===== src/sv/swle_pkg.sv =====
package swle_pkg;

    localparam logic [7:0] CMD_BYTE   = 8'b0011_1010;
    localparam int         FRAME_BITS = 32;
    localparam int         CNT_W      = 16;
    localparam int         BITS_W     = 6;

    localparam logic [BITS_W-1:0] FRAME_BITS_CNT = BITS_W'(FRAME_BITS);

    localparam logic [CNT_W-1:0] ONE_PAD_RST  = 16'd4;
    localparam logic [CNT_W-1:0] ZERO_PAD_RST = 16'd6;
    localparam logic [CNT_W-1:0] END_GAP_RST  = 16'd16;
    localparam logic [CNT_W-1:0] LATCH_GAP_RST = 16'd64;

    localparam int CFG_IDX_W = 8;

    typedef enum logic [CFG_IDX_W-1:0] {
        CFG_ONE_BIT_PAD  = 8'd0,
        CFG_ZERO_BIT_PAD = 8'd1,
        CFG_END_GAP      = 8'd2,
        CFG_LATCH_GAP    = 8'd3
    } t_cfg_idx;

    typedef enum logic [6:0] {
        PH_IDLE  = 7'b000_0001,
        PH_HI1   = 7'b000_0010,
        PH_LO1   = 7'b000_0100,
        PH_HI2   = 7'b000_1000,
        PH_LO2   = 7'b001_0000,
        PH_PAD   = 7'b010_0000,
        PH_TRAIL = 7'b100_0000
    } t_phase;

    typedef struct packed {
        logic [CNT_W-1:0] one_bit_pad;
        logic [CNT_W-1:0] zero_bit_pad;
        logic [CNT_W-1:0] end_gap;
        logic [CNT_W-1:0] latch_gap;
    } t_cfg;

    typedef struct packed {
        logic       command;
        logic [7:0] red;
        logic [7:0] green;
        logic [7:0] blue;
        logic       latch;
    } t_item;

    typedef struct packed {
        logic line_level;
        logic busy_res;
        logic frame_done;
        logic rejected;
    } t_result;

endpackage


===== src/sv/swle_core.sv =====
module swle_core
    import swle_pkg::*;
(
    input  logic    i_clk,
    input  logic    i_rst_n,
    input  logic    i_step,
    input  t_item   i_item,
    input  t_cfg    i_cfg,
    output t_result o_result
);

    t_phase                  r_phase, n_phase;
    logic [FRAME_BITS-1:0]   r_shift, n_shift;
    logic [BITS_W-1:0]       r_bits, n_bits;
    logic [CNT_W-1:0]        r_gap, n_gap;
    logic                    r_latch, n_latch;

    logic                    phase_known;
    t_phase                  ph;
    logic [FRAME_BITS-1:0]   ld_shift;
    logic [BITS_W-1:0]       ld_bits;
    logic                    ld_latch;
    logic [FRAME_BITS-1:0]   be_shift;
    logic [BITS_W-1:0]       be_bits;
    logic [CNT_W-1:0]        be_gap;
    logic [CNT_W-1:0]        be_gap_cnt;
    t_phase                  be_phase;
    logic                    be_done;
    logic [CNT_W-1:0]        pad_sel;
    logic                    level;
    logic                    done;
    logic                    rej;

    assign phase_known = (r_phase == PH_HI1) || (r_phase == PH_LO1) || (r_phase == PH_HI2)
                      || (r_phase == PH_LO2) || (r_phase == PH_PAD) || (r_phase == PH_TRAIL);

    always_comb begin
        ph       = phase_known ? r_phase : PH_IDLE;
        ld_shift = r_shift;
        ld_bits  = r_bits;
        ld_latch = r_latch;
        rej      = 1'b0;
        if (i_item.command) begin
            if (ph == PH_IDLE) begin
                ld_shift = {CMD_BYTE, i_item.red, i_item.green, i_item.blue};
                ld_bits  = FRAME_BITS_CNT;
                ld_latch = i_item.latch;
                ph       = PH_HI1;
            end else begin
                rej = 1'b1;
            end
        end
    end

    always_comb begin
        be_shift   = {ld_shift[FRAME_BITS-2:0], 1'b0};
        be_gap_cnt = ld_latch ? i_cfg.latch_gap : i_cfg.end_gap;
        be_done    = 1'b0;
        be_gap     = r_gap;
        if (ld_bits <= BITS_W'(1)) begin
            be_bits = '0;
            if (be_gap_cnt == '0) begin
                be_done  = 1'b1;
                be_phase = PH_IDLE;
            end else begin
                be_gap   = be_gap_cnt;
                be_phase = PH_TRAIL;
            end
        end else begin
            be_bits  = ld_bits - BITS_W'(1);
            be_phase = PH_HI1;
        end
    end

    always_comb begin
        n_shift = ld_shift;
        n_bits  = ld_bits;
        n_latch = ld_latch;
        n_gap   = r_gap;
        n_phase = ph;
        level   = 1'b0;
        done    = 1'b0;
        pad_sel = (ph == PH_LO2) ? i_cfg.one_bit_pad : i_cfg.zero_bit_pad;
        case (ph)
            PH_HI1: begin
                level   = 1'b1;
                n_phase = PH_LO1;
            end
            PH_HI2: begin
                level   = 1'b1;
                n_phase = PH_LO2;
            end
            PH_LO1, PH_LO2: begin
                if (ph == PH_LO1 && ld_shift[FRAME_BITS-1]) begin
                    n_phase = PH_HI2;
                end else if (pad_sel == '0) begin
                    n_shift = be_shift;
                    n_bits  = be_bits;
                    n_gap   = be_gap;
                    n_phase = be_phase;
                    done    = be_done;
                end else begin
                    n_gap   = pad_sel;
                    n_phase = PH_PAD;
                end
            end
            PH_PAD: begin
                if (r_gap <= CNT_W'(1)) begin
                    n_shift = be_shift;
                    n_bits  = be_bits;
                    n_gap   = (be_phase == PH_TRAIL) ? be_gap : '0;
                    n_phase = be_phase;
                    done    = be_done;
                end else begin
                    n_gap = r_gap - CNT_W'(1);
                end
            end
            PH_TRAIL: begin
                if (r_gap <= CNT_W'(1)) begin
                    n_gap   = '0;
                    done    = 1'b1;
                    n_phase = PH_IDLE;
                end else begin
                    n_gap = r_gap - CNT_W'(1);
                end
            end
            default: begin
                n_phase = PH_IDLE;
            end
        endcase
    end

    assign o_result.line_level = level;
    assign o_result.busy_res   = (ph != PH_IDLE);
    assign o_result.frame_done = done;
    assign o_result.rejected   = rej;

    always_ff @(posedge i_clk) begin
        if (!i_rst_n) begin
            r_phase <= PH_IDLE;
            r_shift <= '0;
            r_bits  <= '0;
            r_gap   <= '0;
            r_latch <= 1'b0;
        end else if (i_step) begin
            r_phase <= n_phase;
            r_shift <= n_shift;
            r_bits  <= n_bits;
            r_gap   <= n_gap;
            r_latch <= n_latch;
        end
    end

endmodule


===== src/sv/single_wire_led_frame_encoder.sv =====
// Single-wire LED frame encoder.
// Each beat on the slave stream is one tick of line timing. A beat with
// tuser (command) set starts a frame when the encoder is idle: command byte
// 0x3A, then red, green and blue, MSB first. A send while a frame or its
// trailing gap runs is dropped and flagged as rejected in the result.
// Every accepted beat yields exactly one master beat carrying the line level
// and busy flag in tdata, frame done in tlast and rejected in tuser.
// Each accepted beat's result appears in the cycle after; one beat is taken
// every cycle unless the receiver stalls, and each one steps the sequencer.
// The result sits in an output register, so s_axis_tready stays high while
// the master side takes the result or the register is empty. When the
// receiver stalls, the result is held and no further beat is taken, so line
// time only advances with accepted beats.
// Configuration writes (index 0 one bit pad, 1 zero bit pad, 2 end gap,
// 3 latch gap) are always ready; other indexes are ignored.
// Synchronous active-low reset returns the sequencer to idle, empties the
// output register and restores the default pad and gap counts.
module single_wire_led_frame_encoder
    import swle_pkg::*;
(
    input  logic                 i_clk,
    input  logic                 i_rst_n,
    input  logic                 s_axis_tvalid,
    output logic                 s_axis_tready,
    input  logic [31:0]          s_axis_tdata,   // red[7:0], green[15:8], blue[23:16], latch[24]
    input  logic                 s_axis_tuser,   // command[0]
    output logic                 m_axis_tvalid,
    input  logic                 m_axis_tready,
    output logic [7:0]           m_axis_tdata,   // line_level[0], busy_res[1]
    output logic                 m_axis_tlast,
    output logic                 m_axis_tuser,   // rejected[0]
    input  logic                 i_cfg_valid,
    output logic                 o_cfg_ready,
    input  logic [CFG_IDX_W-1:0] i_cfg_index,
    input  logic [CNT_W-1:0]     i_cfg_data
);

    t_cfg    r_cfg;
    t_item   item;
    t_result result;
    t_result r_result;
    logic    r_m_valid;
    logic    s_fire;

    assign o_cfg_ready   = 1'b1;
    assign s_axis_tready = !r_m_valid || m_axis_tready;
    assign s_fire        = s_axis_tvalid && s_axis_tready;

    assign item.command = s_axis_tuser;
    assign item.red     = s_axis_tdata[7:0];
    assign item.green   = s_axis_tdata[15:8];
    assign item.blue    = s_axis_tdata[23:16];
    assign item.latch   = s_axis_tdata[24];

    always_ff @(posedge i_clk) begin
        if (!i_rst_n) begin
            r_cfg.one_bit_pad  <= ONE_PAD_RST;
            r_cfg.zero_bit_pad <= ZERO_PAD_RST;
            r_cfg.end_gap      <= END_GAP_RST;
            r_cfg.latch_gap    <= LATCH_GAP_RST;
        end else if (i_cfg_valid) begin
            case (i_cfg_index)
                CFG_ONE_BIT_PAD:  r_cfg.one_bit_pad  <= i_cfg_data;
                CFG_ZERO_BIT_PAD: r_cfg.zero_bit_pad <= i_cfg_data;
                CFG_END_GAP:      r_cfg.end_gap      <= i_cfg_data;
                CFG_LATCH_GAP:    r_cfg.latch_gap    <= i_cfg_data;
                default: begin
                end
            endcase
        end
    end

    swle_core u_core (
        .i_clk    (i_clk),
        .i_rst_n  (i_rst_n),
        .i_step   (s_fire),
        .i_item   (item),
        .i_cfg    (r_cfg),
        .o_result (result)
    );

    always_ff @(posedge i_clk) begin
        if (!i_rst_n) begin
            r_m_valid <= 1'b0;
        end else if (s_fire) begin
            r_m_valid <= 1'b1;
        end else if (m_axis_tready) begin
            r_m_valid <= 1'b0;
        end
    end

    always_ff @(posedge i_clk) begin
        if (s_fire) begin
            r_result <= result;
        end
    end

    assign m_axis_tvalid = r_m_valid;
    assign m_axis_tdata  = {6'd0, r_result.busy_res, r_result.line_level};
    assign m_axis_tlast  = r_result.frame_done;
    assign m_axis_tuser  = r_result.rejected;

endmodule


===== config.mk =====
export PLATFORM = sky130hd
export DESIGN_NAME = single_wire_led_frame_encoder
export DESIGN_NICKNAME = d
export VERILOG_FILES = /design/src/sv/swle_pkg.sv /design/src/sv/swle_core.sv /design/src/sv/single_wire_led_frame_encoder.sv
export SDC_FILE = /design/constraint.sdc
export NUM_CORES = 1
export LEC_CHECK = 0
export BUFFER_PORTS_ARGS = -buffer_cell sky130_fd_sc_hd__buf_4
export CORE_MARGIN = 2
export CORE_UTILIZATION = 40
export CTS_BUF_LIST = sky130_fd_sc_hd__clkbuf_8 sky130_fd_sc_hd__clkbuf_16
export DETAILED_ROUTE_END_ITERATION = 6
export PLACE_DENSITY = 0.64
export SKIP_CTS_REPAIR_TIMING = 1
export SLEW_MARGIN = 40
export SYNTH_ARGS = -nofsm -noshare
export SYNTH_HDL_FRONTEND = slang
export SYNTH_SLANG_ARGS = --single-unit

===== constraint.sdc =====
create_clock -name i_clk -period 9.15 [get_ports i_clk]
set_input_delay 1.3725 -clock i_clk [delete_from_list [all_inputs] [get_ports i_clk]]
set_output_delay 1.3725 -clock i_clk [all_outputs]
set_load 0.01 [all_outputs]

# Yosys cells after proc, flatten, opt, wreduce, memory -nomap -nowiden
# Cells that the tools add are included.
dict set report totals {
  out_inout_bits 13
  register_bits 131
  in_bits 62
  word_cells 104
}
dict set report classes {
  mux 46
  order_cmp 2
  addsub 2
  eq_ne 19
  reduce_logical 21
}
# op n
set op_table {}
lappend op_table {{2-to-1 mux 32 bit} 5}
lappend op_table {{2-to-1 mux 16 bit} 9}
lappend op_table {{one-hot mux 32 bit (2 select lines)} 1}
lappend op_table {{2-to-1 mux 7 bit} 9}
lappend op_table {{one-hot mux 16 bit (3 select lines)} 1}
lappend op_table {{2-to-1 mux 6 bit} 6}
lappend op_table {{one-hot mux 7 bit (5 select lines)} 1}
lappend op_table {{logical NOT 16 bit} 2}
lappend op_table {{equality test 7 bit, second input constant} 3}
lappend op_table {{equality test 8 x 2 -> 1 bit, second input constant} 2}
lappend op_table {{<= comparator 16 x 1 -> 1 bit, second input constant} 1}
lappend op_table {{subtractor 16 x 1 -> 16 bit, second input constant} 1}
lappend op_table {{equality test 7 x 2 -> 1 bit, second input constant} 2}
lappend op_table {{equality test 7 x 3 -> 1 bit, second input constant} 2}
lappend op_table {{equality test 7 x 4 -> 1 bit, second input constant} 2}
lappend op_table {{equality test 7 x 5 -> 1 bit, second input constant} 2}
lappend op_table {{equality test 7 x 6 -> 1 bit, second input constant} 2}
lappend op_table {{2-to-1 mux 1 bit} 12}
lappend op_table {{one-hot mux 6 bit (2 select lines)} 1}
lappend op_table {{equality test 8 x 1 -> 1 bit, second input constant} 1}
lappend op_table {{logical NOT 8 bit} 1}
lappend op_table {{AND reduction 2 bit} 4}
lappend op_table {{equality test 7 x 1 -> 1 bit, second input constant} 1}
lappend op_table {{inequality test 7 x 1 -> 1 bit, second input constant} 1}
lappend op_table {{other kinds (11)} 18}

# Longest topological paths before layout
# Gate-level depths: netlist (run 1).
dict set report logic_depth {
  word_depth 18
  mapped_depth 14
  mapped_depth_nobuf 11
}

# Hierarchy
# From an unflattened synthesis (run 1), not the netlist that was laid out.
dict set report unflattened {
  hier_cells 874
  area_unflattened_um2 7584.8
}
# mod n_inst seq_area_each_um2 cells_each area_per_inst_um2
set by_module_without_submodules {}
lappend by_module_without_submodules {swle_core 1 1241.2 622 4887.2}
lappend by_module_without_submodules {single_wire_led_frame_encoder 1 1421.4 252 2697.6}

# Least setup slack after synthesis (run 1)
# Ideal clock, no wire load.
dict set report synth_path {
  path_type {input to register}
  startpoint {input i_cfg_index[4]}
  endpoint {register r_cfg[50] in the netlist's numbering}
  path_buffers 2
  setup_slack_ps 5732
  cell_stages 7
  required_time_ps 9021
  arrival_ps 3288
  setup_ps 129
  cell_sequence {or4b_2 nor4_2 nor3b_1 buf_2 buf_2 mux2i_1 nand2_1}
}
dict set report synth_between {
  elab_chain_len 2
}
# element line
set synth_rtl {}
lappend synth_rtl {{start: declaration} single_wire_led_frame_encoder.sv:34} ;# input logic [CFG_IDX_W-1:0] i_cfg_index,
lappend synth_rtl {{logical NOT 8 bit} single_wire_led_frame_encoder.sv:62} ;# case (i_cfg_index)
lappend synth_rtl {{AND reduction 2 bit (no source line)} n/a}
lappend synth_rtl {{end: declaration} single_wire_led_frame_encoder.sv:38} ;# t_cfg r_cfg;
# No other way between the ends.
# A chain may end at the register's enable or synchronous reset.

# Final worst setup path (run 1)
dict set report layout_path {
  startpoint {register u_core.r_phase[1]}
  endpoint {register u_core.r_gap[9]}
}
dict set report layout_between {
  elab_chain_len 18
  elab_cells_between_ends 45
  classes_between {1 x order compare; 13 x eq/ne; 20 x mux; 11 x reduce/logical}
}
# element line
set layout_rtl {}
lappend layout_rtl {{start: declaration} swle_core.sv:12} ;# t_phase r_phase, n_phase;
lappend layout_rtl {{start signal: assignment} swle_core.sv:146} ;# r_phase <= n_phase;
lappend layout_rtl {{equality test 7 x 2 -> 1 bit / equality test 7 x 3 -> 1 bit (equally long branches)} swle_core.sv:34} ;# assign phase_known = (r_phase == PH_HI1) || (r_phase == PH_LO1) || (r_phase == PH_HI2)
lappend layout_rtl {{logical OR 1 bit (2 in a row)} swle_core.sv:34}
lappend layout_rtl {{logical OR 1 bit (3 in a row)} swle_core.sv:35} ;# || (r_phase == PH_LO2) || (r_phase == PH_PAD) || (r_phase == PH_TRAIL);
lappend layout_rtl {{2-to-1 mux 7 bit *} swle_core.sv:38} ;# ph = phase_known ? r_phase : PH_IDLE;
lappend layout_rtl {{equality test 7 x 1 -> 1 bit} swle_core.sv:44} ;# if (ph == PH_IDLE) begin
lappend layout_rtl {{2-to-1 mux 1 bit} swle_core.sv:44}
lappend layout_rtl {{2-to-1 mux 1 bit} swle_core.sv:43} ;# if (i_item.command) begin
lappend layout_rtl {{2-to-1 mux 16 bit} swle_core.sv:57} ;# be_gap_cnt = ld_latch ? i_cfg.latch_gap : i_cfg.end_gap;
lappend layout_rtl {{logical NOT 16 bit} swle_core.sv:62} ;# if (be_gap_cnt == '0) begin
lappend layout_rtl {{2-to-1 mux 7 bit} swle_core.sv:62}
lappend layout_rtl {{2-to-1 mux 7 bit} swle_core.sv:60} ;# if (ld_bits <= BITS_W'(1)) begin
lappend layout_rtl {{equality test 7 bit} swle_core.sv:111} ;# n_gap = (be_phase == PH_TRAIL) ? be_gap : '0;
lappend layout_rtl {{2-to-1 mux 16 bit} swle_core.sv:111}
lappend layout_rtl {{2-to-1 mux 16 bit} swle_core.sv:108} ;# if (r_gap <= CNT_W'(1)) begin
lappend layout_rtl {{one-hot mux 16 bit (3 select lines)} swle_core.sv:84} ;# case (ph)
lappend layout_rtl {{end signal: assignment} swle_core.sv:149} ;# r_gap <= n_gap;
lappend layout_rtl {{end: declaration} swle_core.sv:15} ;# logic [CNT_W-1:0] r_gap, n_gap;
# Mark *: on every way between the ends. The rest lies on a longest branch, timed or not. The select of a mux whose other input is x is not followed.

==> results.yml, run 1 <==
grt:
  grt_remaining_overflow: 0
  antenna_found_initial: 0
  global_router_s_overall_resource_usage_pct: 21.4
  global_route_wire_length_before_repair_um: 31700
  via_count_of_the_first_global_routing_pass: 5930
  grt_start_max_net_pins: 103
setup_path:
  worst_path_dominant_cell_family: "simple AND/OR/NAND/NOR gates"
  crit_path_max_fanout: 19
  max_stage_delay_ns: 0.71
  worst_setup_path_start_kind: "flip-flop"
  critical_path_buf_inv_count: 1
  critPathSlowestCell: "sky130_fd_sc_hd__nor4_4"
  critPathCaptureType: "flip-flop"
  worst-endpoint-required_ns: 9.52
  worst-setup-path-type: "flip-flop to flip-flop"
  cp_data_arrival_time_ns: 4.42
  crit_chain: "nor4_4, o211ai_1, nand3_2, nand2_1, inv_1, ha_1, o21a_1, nand3_1, or2_4, o221ai_1, o221a_2"
placed_design:
  sum_of_net_half_perimeters_after_detailed_placement_um: 13400
  place.port_buffers: 60
  gp_congestion: 0.861
  placement.setup.worst_slack_ns: 5.13
timing:
  final.period_utilization_pct: 44.3
  timing.final.max_slew_violations: 0
  grt_setup_unrepaired: "no"
  timing.final.hold_violations: 0
  fmax_ghz: 0.247
  transition_at_the_pin_with_the_smallest_max_transition_slack_ns: 0.866
  report.final.setup_viol: 0
  largest_clock_skew_in_the_final_design_ns: 0.00911
  maxSlewHeadroom_pct: 42.3
  final.setup.worst_slack_ns: 5.10
  final_setup_tns_ns: 0
  final_period_minus_worst_setup_slack_ns: 4.05
route:
  drtPass1Iterations: 5
  remaining_routing_drc_violations: 0
  vias_per_cell: 5.74
  detail_route.wirelength_um: 19800
  count_of_vias_placed_by_the_detailed_router: 6685
  antenna_left: 0
  post_dr_wirelength_cell_um: 17.0
  drtIter0Drc: 547
power_and_ir_drop:
  power.leakage_nw: 3.18
  totalPowerFinal_w: 0.00139
  power.density_cell_area_nw_per_um2: 169
  irDropWorstVdd_v: 0.000127
yosys:
  synth_xor_xnor_area_share_pct: 0.863
  synthArstFlopShare_pct: 0
  synth_sequential_area_ratio_pct: 37.5
  synthCells: 896
  yosysWarnings: 0
  synthesized_area_per_cell_um2: 7.93
  ys.flop_type: "sky130_fd_sc_hd__dfxtp_1"
  syn-cell-area_um2: 7100
  synth_simple_gate_area_share_pct: 23.5
  synth_top_family_by_area: "simple AND/OR/NAND/NOR gates"
  multiplexer_fraction_of_the_synthesized_cell_area_pct: 9.95
  yosysUniqueCellTypes: 76
  synth-seq-cells: 131
  synth_adder_area_share_pct: 0.704
  synth_edf_count: 4
  synth-compound-area-share_pct: 22.2
clocking:
  clk_pin_slew_ns: 0.06
  cts_tree: "built"
  clock_sink_count: 131
  tritoncts.num_buffers: 17
  clk_path_buf_depth: 2
  cts_root_buffer: "sky130_fd_sc_hd__clkbuf_16"
  htreeDepth: 4
  worstSkewPairLatency_ns: 0.42
floorplan:
  core_region_area_um2: 17400
  core_rows: 48
  initial_utilization_pct: 40.9
  chipHeight_um: 137
  num_io_pins: 75
  floorplan.die.width_um: 137
  die_area_um2: 18800
run:
  cap_violations: 0
hold_path:
  hold_path.class: "flip-flop to flip-flop"
finish:
  areaGrowthSynthToFinish_pct: 16.0
  final_layout_size_suffix_gt1_share_pct: 14.4
  antennaDiodeCount: 0
  design.final.nets: 992
  nFillCells: 1767
status:
  run_status: "finished, final reports clean"
-- area by class of cell --
| class | count | area [um^2] | area share [%] |
|---|---|---|---|
| multi-input combinational | 690 | 4120 | 50.0 |
| sequential | 131 | 2660 | 32.3 |
| timing repair buffer | 72 | 544 | 6.61 |
| clock buffer | 17 | 425 | 5.16 |
| tap | 225 | 282 | 3.42 |
| clock inverter | 15 | 149 | 1.81 |
| inverter | 14 | 52.6 | 0.638 |
-- per-stage QoR --
stage	hold WS (ns)	util [%]	std cells	cell area, um^2
after floorplan	0.432	-	901	7120
after detailed placement	0.454	44.2	1132	7660
after global placement	0.448	44.1	1132	7650
final	0.458	47.5	1164	8240
after CTS	0.461	47.5	1164	8240
after global routing	0.481	47.5	1164	8240
-- flip-flops by register name (all words and copies together) (netlist names) --
register,flops
m_axis_tdata,2
m_axis_tlast,1
m_axis_tuser,1
m_axis_tvalid,1
r_cfg,64
u_core.r_bits,6
u_core.r_gap,16
u_core.r_latch,1
u_core.r_phase,7
u_core.r_shift,32
-- worst reg2reg max path, stage by stage, from the launching register on --
cell	delay, ns
sky130_fd_sc_hd__dfxtp_1	0.41
sky130_fd_sc_hd__nor4_4	0.72
sky130_fd_sc_hd__o211ai_1	0.45
sky130_fd_sc_hd__nand3_2	0.46
sky130_fd_sc_hd__nand2_1	0.14
sky130_fd_sc_hd__inv_1	0.07
sky130_fd_sc_hd__ha_1	0.15
sky130_fd_sc_hd__o21a_1	0.21
sky130_fd_sc_hd__nand3_1	0.36
sky130_fd_sc_hd__or2_4	0.47
sky130_fd_sc_hd__o221ai_1	0.32
sky130_fd_sc_hd__o221a_2	0.24
-- where the power goes --
part / switching [W] / total [W] / internal (W)
Sequential: 0.00000857 / 0.000593 / 0.000585
Clock: 0.000247 / 0.000667 / 0.000420
Combinational: 0.0000801 / 0.000134 / 0.0000535
Total: 0.000335 / 0.00139 / 0.00106
-- Yosys cell counts, drive strengths merged (3+ instances only) --
cell | number | area (um^2)
a211oi | 5 | 37.5
a21oi | 86 | 434
a221oi | 4 | 35.0
a22o | 3 | 26.3
a22oi | 25 | 188
a311oi | 4 | 35.0
a31oi | 11 | 68.8
a32o | 3 | 30.0
and2 | 6 | 37.5
and3 | 5 | 31.3
and4 | 5 | 43.8
buf | 26 | 166
clkbuf | 40 | 150
dfxtp | 127 | 2540
edfxtp | 4 | 120
ha | 4 | 50.1
inv | 13 | 48.8
mux2 | 10 | 113
mux2i | 59 | 594
nand2 | 159 | 604
nand2b | 3 | 18.8
nand3 | 25 | 130
nand3b | 4 | 33.8
nand4 | 8 | 50.1
nor2 | 70 | 263
nor3 | 21 | 121
nor3b | 7 | 57.6
nor4 | 23 | 171
o211a | 5 | 50.1
o211ai | 8 | 60.1
o21ai | 69 | 349
o221ai | 4 | 35.0
o22ai | 4 | 25.0
o31ai | 4 | 30.0
or3 | 3 | 18.8
xnor2 | 3 | 26.3
xor2 | 4 | 35.0
-- cells in the final DEF, fill, tap and decap left out, drive strengths merged, types with 4 or more instances in the layout --
| cell type | netlist | final |
|---|---|---|
| ha | 4 | 4 |
| edfxtp | 4 | 4 |
| conb | 2 | 7 |
| xor2 | 4 | 4 |
| nand3b | 4 | 4 |
| and2 | 6 | 6 |
| nand3 | 25 | 25 |
| o31ai | 4 | 4 |
| a31oi | 11 | 11 |
| mux2 | 10 | 10 |
| buf | 26 | 72 |
| a221oi | 4 | 4 |
| o21ai | 69 | 69 |
| inv | 13 | 17 |
| o211a | 5 | 5 |
| nor4 | 23 | 23 |
| mux2i | 59 | 59 |
| clkinv | 1 | 8 |
| o211ai | 8 | 8 |
| nor3b | 7 | 7 |
| nor3 | 21 | 21 |
| clkbuf | 40 | 17 |
| a211oi | 5 | 5 |
| a21oi | 86 | 86 |
| and4 | 5 | 5 |
| o22ai | 4 | 4 |
| nand4 | 8 | 8 |
| nor2 | 70 | 70 |
| nand2 | 159 | 159 |
| a311oi | 4 | 4 |
| dfxtp | 127 | 127 |
| o221ai | 4 | 4 |
| a22oi | 25 | 25 |
| and3 | 5 | 5 |
-- kinds of logic after synthesis --
logic type                 count (synthesis)
and+or+nand+nor                          349
DFF                                      131
xor gates and xnor gates                   7
AOI/OAI and AO/OA                        254
muxes                                     69
buffers and inverters                     80
adders and majority gates                  4
other                                      2
-- per-layer routing --
metal  routed length (um)  track usage (%)  part of all wire [%]
met1                 9390             30.3                    47
met2                 8940             33.2                    45
met3                 1260             3.75                   6.4
met4                  233             6.47                   1.2
met5                    0                0                     0
-- worst paths after layout --
path | cells after the start | start | endpoint | slack, ns
hold reg to reg | 2 | u_core.r_shift[0] | u_core.r_shift[0] | 0.46
hold / removal | 2 | u_core.r_shift[0] | u_core.r_shift[0] | 0.46
setup / recovery | 11 | u_core.r_phase[1] | u_core.r_gap[9] | 5.10
setup reg to reg | 11 | u_core.r_phase[1] | u_core.r_gap[9] | 5.10
No activity file was read; power rests on OpenSTA's default activity.
==> run 2: changes to the inputs <==
==> constraint.sdc (replaced) <==
create_clock -name i_clk -period 3.9 [get_ports i_clk]
set_input_delay 0.585 -clock i_clk [delete_from_list [all_inputs] [get_ports i_clk]]
set_output_delay 0.585 -clock i_clk [all_outputs]
set_load 0.01 [all_outputs]
==> run 2 against run 1 <==
Combinational power increased by 140%; routed wire length up 1.9%; worst hold slack got worse by 0.048 ns; critical endpoint unchanged; largest cell class unchanged; highest routed layer unchanged.
==> results.yml, run 2 (synthesis results as in run 1) <==
floorplan:
  num_io_pins: 75
  floorplan.die.width_um: 137
  initial_utilization_pct: 40.9
  chipHeight_um: 137
  die_area_um2: 18800
  core_region_area_um2: 17400
  core_rows: 48
grt:
  global_router_s_overall_resource_usage_pct: 22.2
  grt.busiest_layer: "met2"
  grtUsageMet2_pct: 33.4
  grt.met3_usage_pct: 3.90
  gr-usage-met1_pct: 31.6
  antenna_found_initial: 0
  global_route_wire_length_before_repair_um: 32700
  grt_start_max_net_pins: 49
  grt_remaining_overflow: 0
  via_count_of_the_first_global_routing_pass: 6192
setup_path:
  critPathMostFrequentCell: "sky130_fd_sc_hd__buf_4"
  worstSetupPathDepth: 13
  reg2reg_slack_ns: 0.67
  worst_path_dominant_cell_family: "simple AND/OR/NAND/NOR gates"
  critPathSlowestCell: "sky130_fd_sc_hd__or2_4"
  max_stage_delay_ns: 0.45
  crit_path_max_fanout: 12
  crit_chain: "nor4_4, buf_4, o211ai_1, buf_4, nand3_2, nand2_1, inv_1, ha_1, o21a_1, nand3_1, or2_4, o221ai_1, o221a_2"
  r2r_cells: 13
  reg2reg_from: "u_core.r_phase[1]"
  worst-endpoint-required_ns: 4.26
  worst-setup-path-type: "flip-flop to flip-flop"
  critical_path_buf_inv_count: 3
  critPathCaptureType: "flip-flop"
  critical_path.reg2reg.endpoint: "u_core.r_gap[9]"
  cp_data_arrival_time_ns: 3.59
  setup.worst_path.end: "u_core.r_gap[9]"
  worst_setup_path_start_kind: "flip-flop"
  worst_setup_path_startpoint: "u_core.r_phase[1]"
status:
  run_status: "finished, final reports clean"
clocking:
  tritoncts.num_buffers: 17
  cts_tree: "built"
  clk_path_buf_depth: 2
  clock_sink_count: 131
  htreeDepth: 4
  worstSkewPairLatency_ns: 0.43
  clk_pin_slew_ns: 0.06
  cts_root_buffer: "sky130_fd_sc_hd__clkbuf_16"
route:
  post_dr_wirelength_cell_um: 17.1
  vias_per_cell: 5.71
  count_of_vias_placed_by_the_detailed_router: 6730
  drtIter0Drc: 527
  detail_route.wirelength_um: 20200
  drtPass1Iterations: 5
  antenna_left: 0
  remaining_routing_drc_violations: 0
placed_design:
  place.port_buffers: 60
  gp_congestion: 0.885
  sum_of_net_half_perimeters_after_detailed_placement_um: 14000
  placement.cell_area_um2: 7750
timing:
  fin_worst_hold_slack_ns: 0.410
  transition_at_the_pin_with_the_smallest_max_transition_slack_ns: 0.825
  final.period_utilization_pct: 82.7
  timing.final.max_slew_violations: 0
  final_period_minus_worst_setup_slack_ns: 3.23
  report.final.setup_viol: 0
  final_setup_tns_ns: 0
  maxSlewHeadroom_pct: 45.0
  timing.final.hold_violations: 0
  grt_setup_unrepaired: "no"
  fmax_ghz: 0.310
  largest_clock_skew_in_the_final_design_ns: 0.00864
power_and_ir_drop:
  irDropWorstVdd_v: 0.000304
  power.leakage_nw: 3.24
  power.density_cell_area_nw_per_um2: 391
finish:
  antennaDiodeCount: 0
  nFillCells: 1750
  layout.cells.most_common_list: "sky130_fd_sc_hd__nand2_1 (158), sky130_fd_sc_hd__dfxtp_1 (127), sky130_fd_sc_hd__buf_4 (86)"
  reg.largest.list: "r_cfg (64), u_core.r_shift (32), u_core.r_gap (16)"
  design.final.nets: 1006
  commonest_non_fill_non_tap_cell_in_the_layout: "sky130_fd_sc_hd__nand2_1"
  post-route-cell-area_um2: 8350
  final_layout_size_suffix_gt1_share_pct: 16.2
  largest_reg_flops: 64
  areaGrowthSynthToFinish_pct: 17.5
  regMostFlops: "r_cfg"
hold_path:
  min_delay_path_depth: 3
  hold_path.class: "input pin to flip-flop"
run:
  cap_violations: 0
-- run 2: changes by cell type in the layout (fill, tap and decap cells not counted), moves of 2 or more --
cell and change:
sky130_fd_sc_hd__clkinv_1 -3, sky130_fd_sc_hd__bufinv_16 -2, sky130_fd_sc_hd__clkinv_2 -2, sky130_fd_sc_hd__buf_4 +15
sky130_fd_sc_hd__clkbuf_8 +3, sky130_fd_sc_hd__clkinv_4 +3
-- run 2: per-layer routing --
layer  share of wire (%)  up-vias  wire [um]
met2                  44      204       8900
li1                    -     3329          -
met1                  49     3170       9810
met5                   0        -          0
met4                 1.7        0        346
met3                 5.6       27       1140
-- run 2: area by class of cell --
type	instances	area, um^2	share of cell area, %
multi-input cells	690	4130	49.5
flip-flops and latches	131	2660	31.9
repair buffers	86	646	7.73
clock buffers	20	467	5.59
well taps	225	282	3.37
clock inverters	12	106	1.27
inverters	14	52.6	0.629
-- run 2: through the flow --
stage                     instances  setup WS (ns)  total power [W]  util [%]
final                          1178          0.674          0.00326      48.1
after global routing           1178          0.474          0.00338      48.1
after CTS                      1178          0.735          0.00328      48.0
after detailed placement       1146          0.771          0.00174      44.7
after global placement         1146          0.777          0.00174      44.7
after floorplan                 901          0.634          0.00162         -
-- run 2: power breakdown --
part / switching (W) / leakage (nW) / internal, W
Clock: 0.000621 / 0.285 / 0.000926
Sequential: 0.0000206 / 1.07 / 0.00137
Combinational: 0.000191 / 1.88 / 0.000134
Total: 0.000832 / 3.24 / 0.00243
-- run 2: tightest hold or removal path, stage by stage --
cell and delay (ns):
sky130_fd_sc_hd__buf_4 0.11, sky130_fd_sc_hd__inv_1 0.04, sky130_fd_sc_hd__a21oi_1 0.05
-- run 2: worst min-delay path by stage --
| stage | start | to |
|---|---|---|
| after detailed placement | u_core.r_shift[30] | u_core.r_shift[30] |
| after global routing | i_cfg_data[2] | r_cfg[34] |
| final | s_axis_tvalid | m_axis_tvalid |
| after CTS | s_axis_tvalid | m_axis_tvalid |
| after floorplan | u_core.r_shift[30] | u_core.r_shift[30] |
| after global placement | u_core.r_shift[0] | u_core.r_shift[0] |
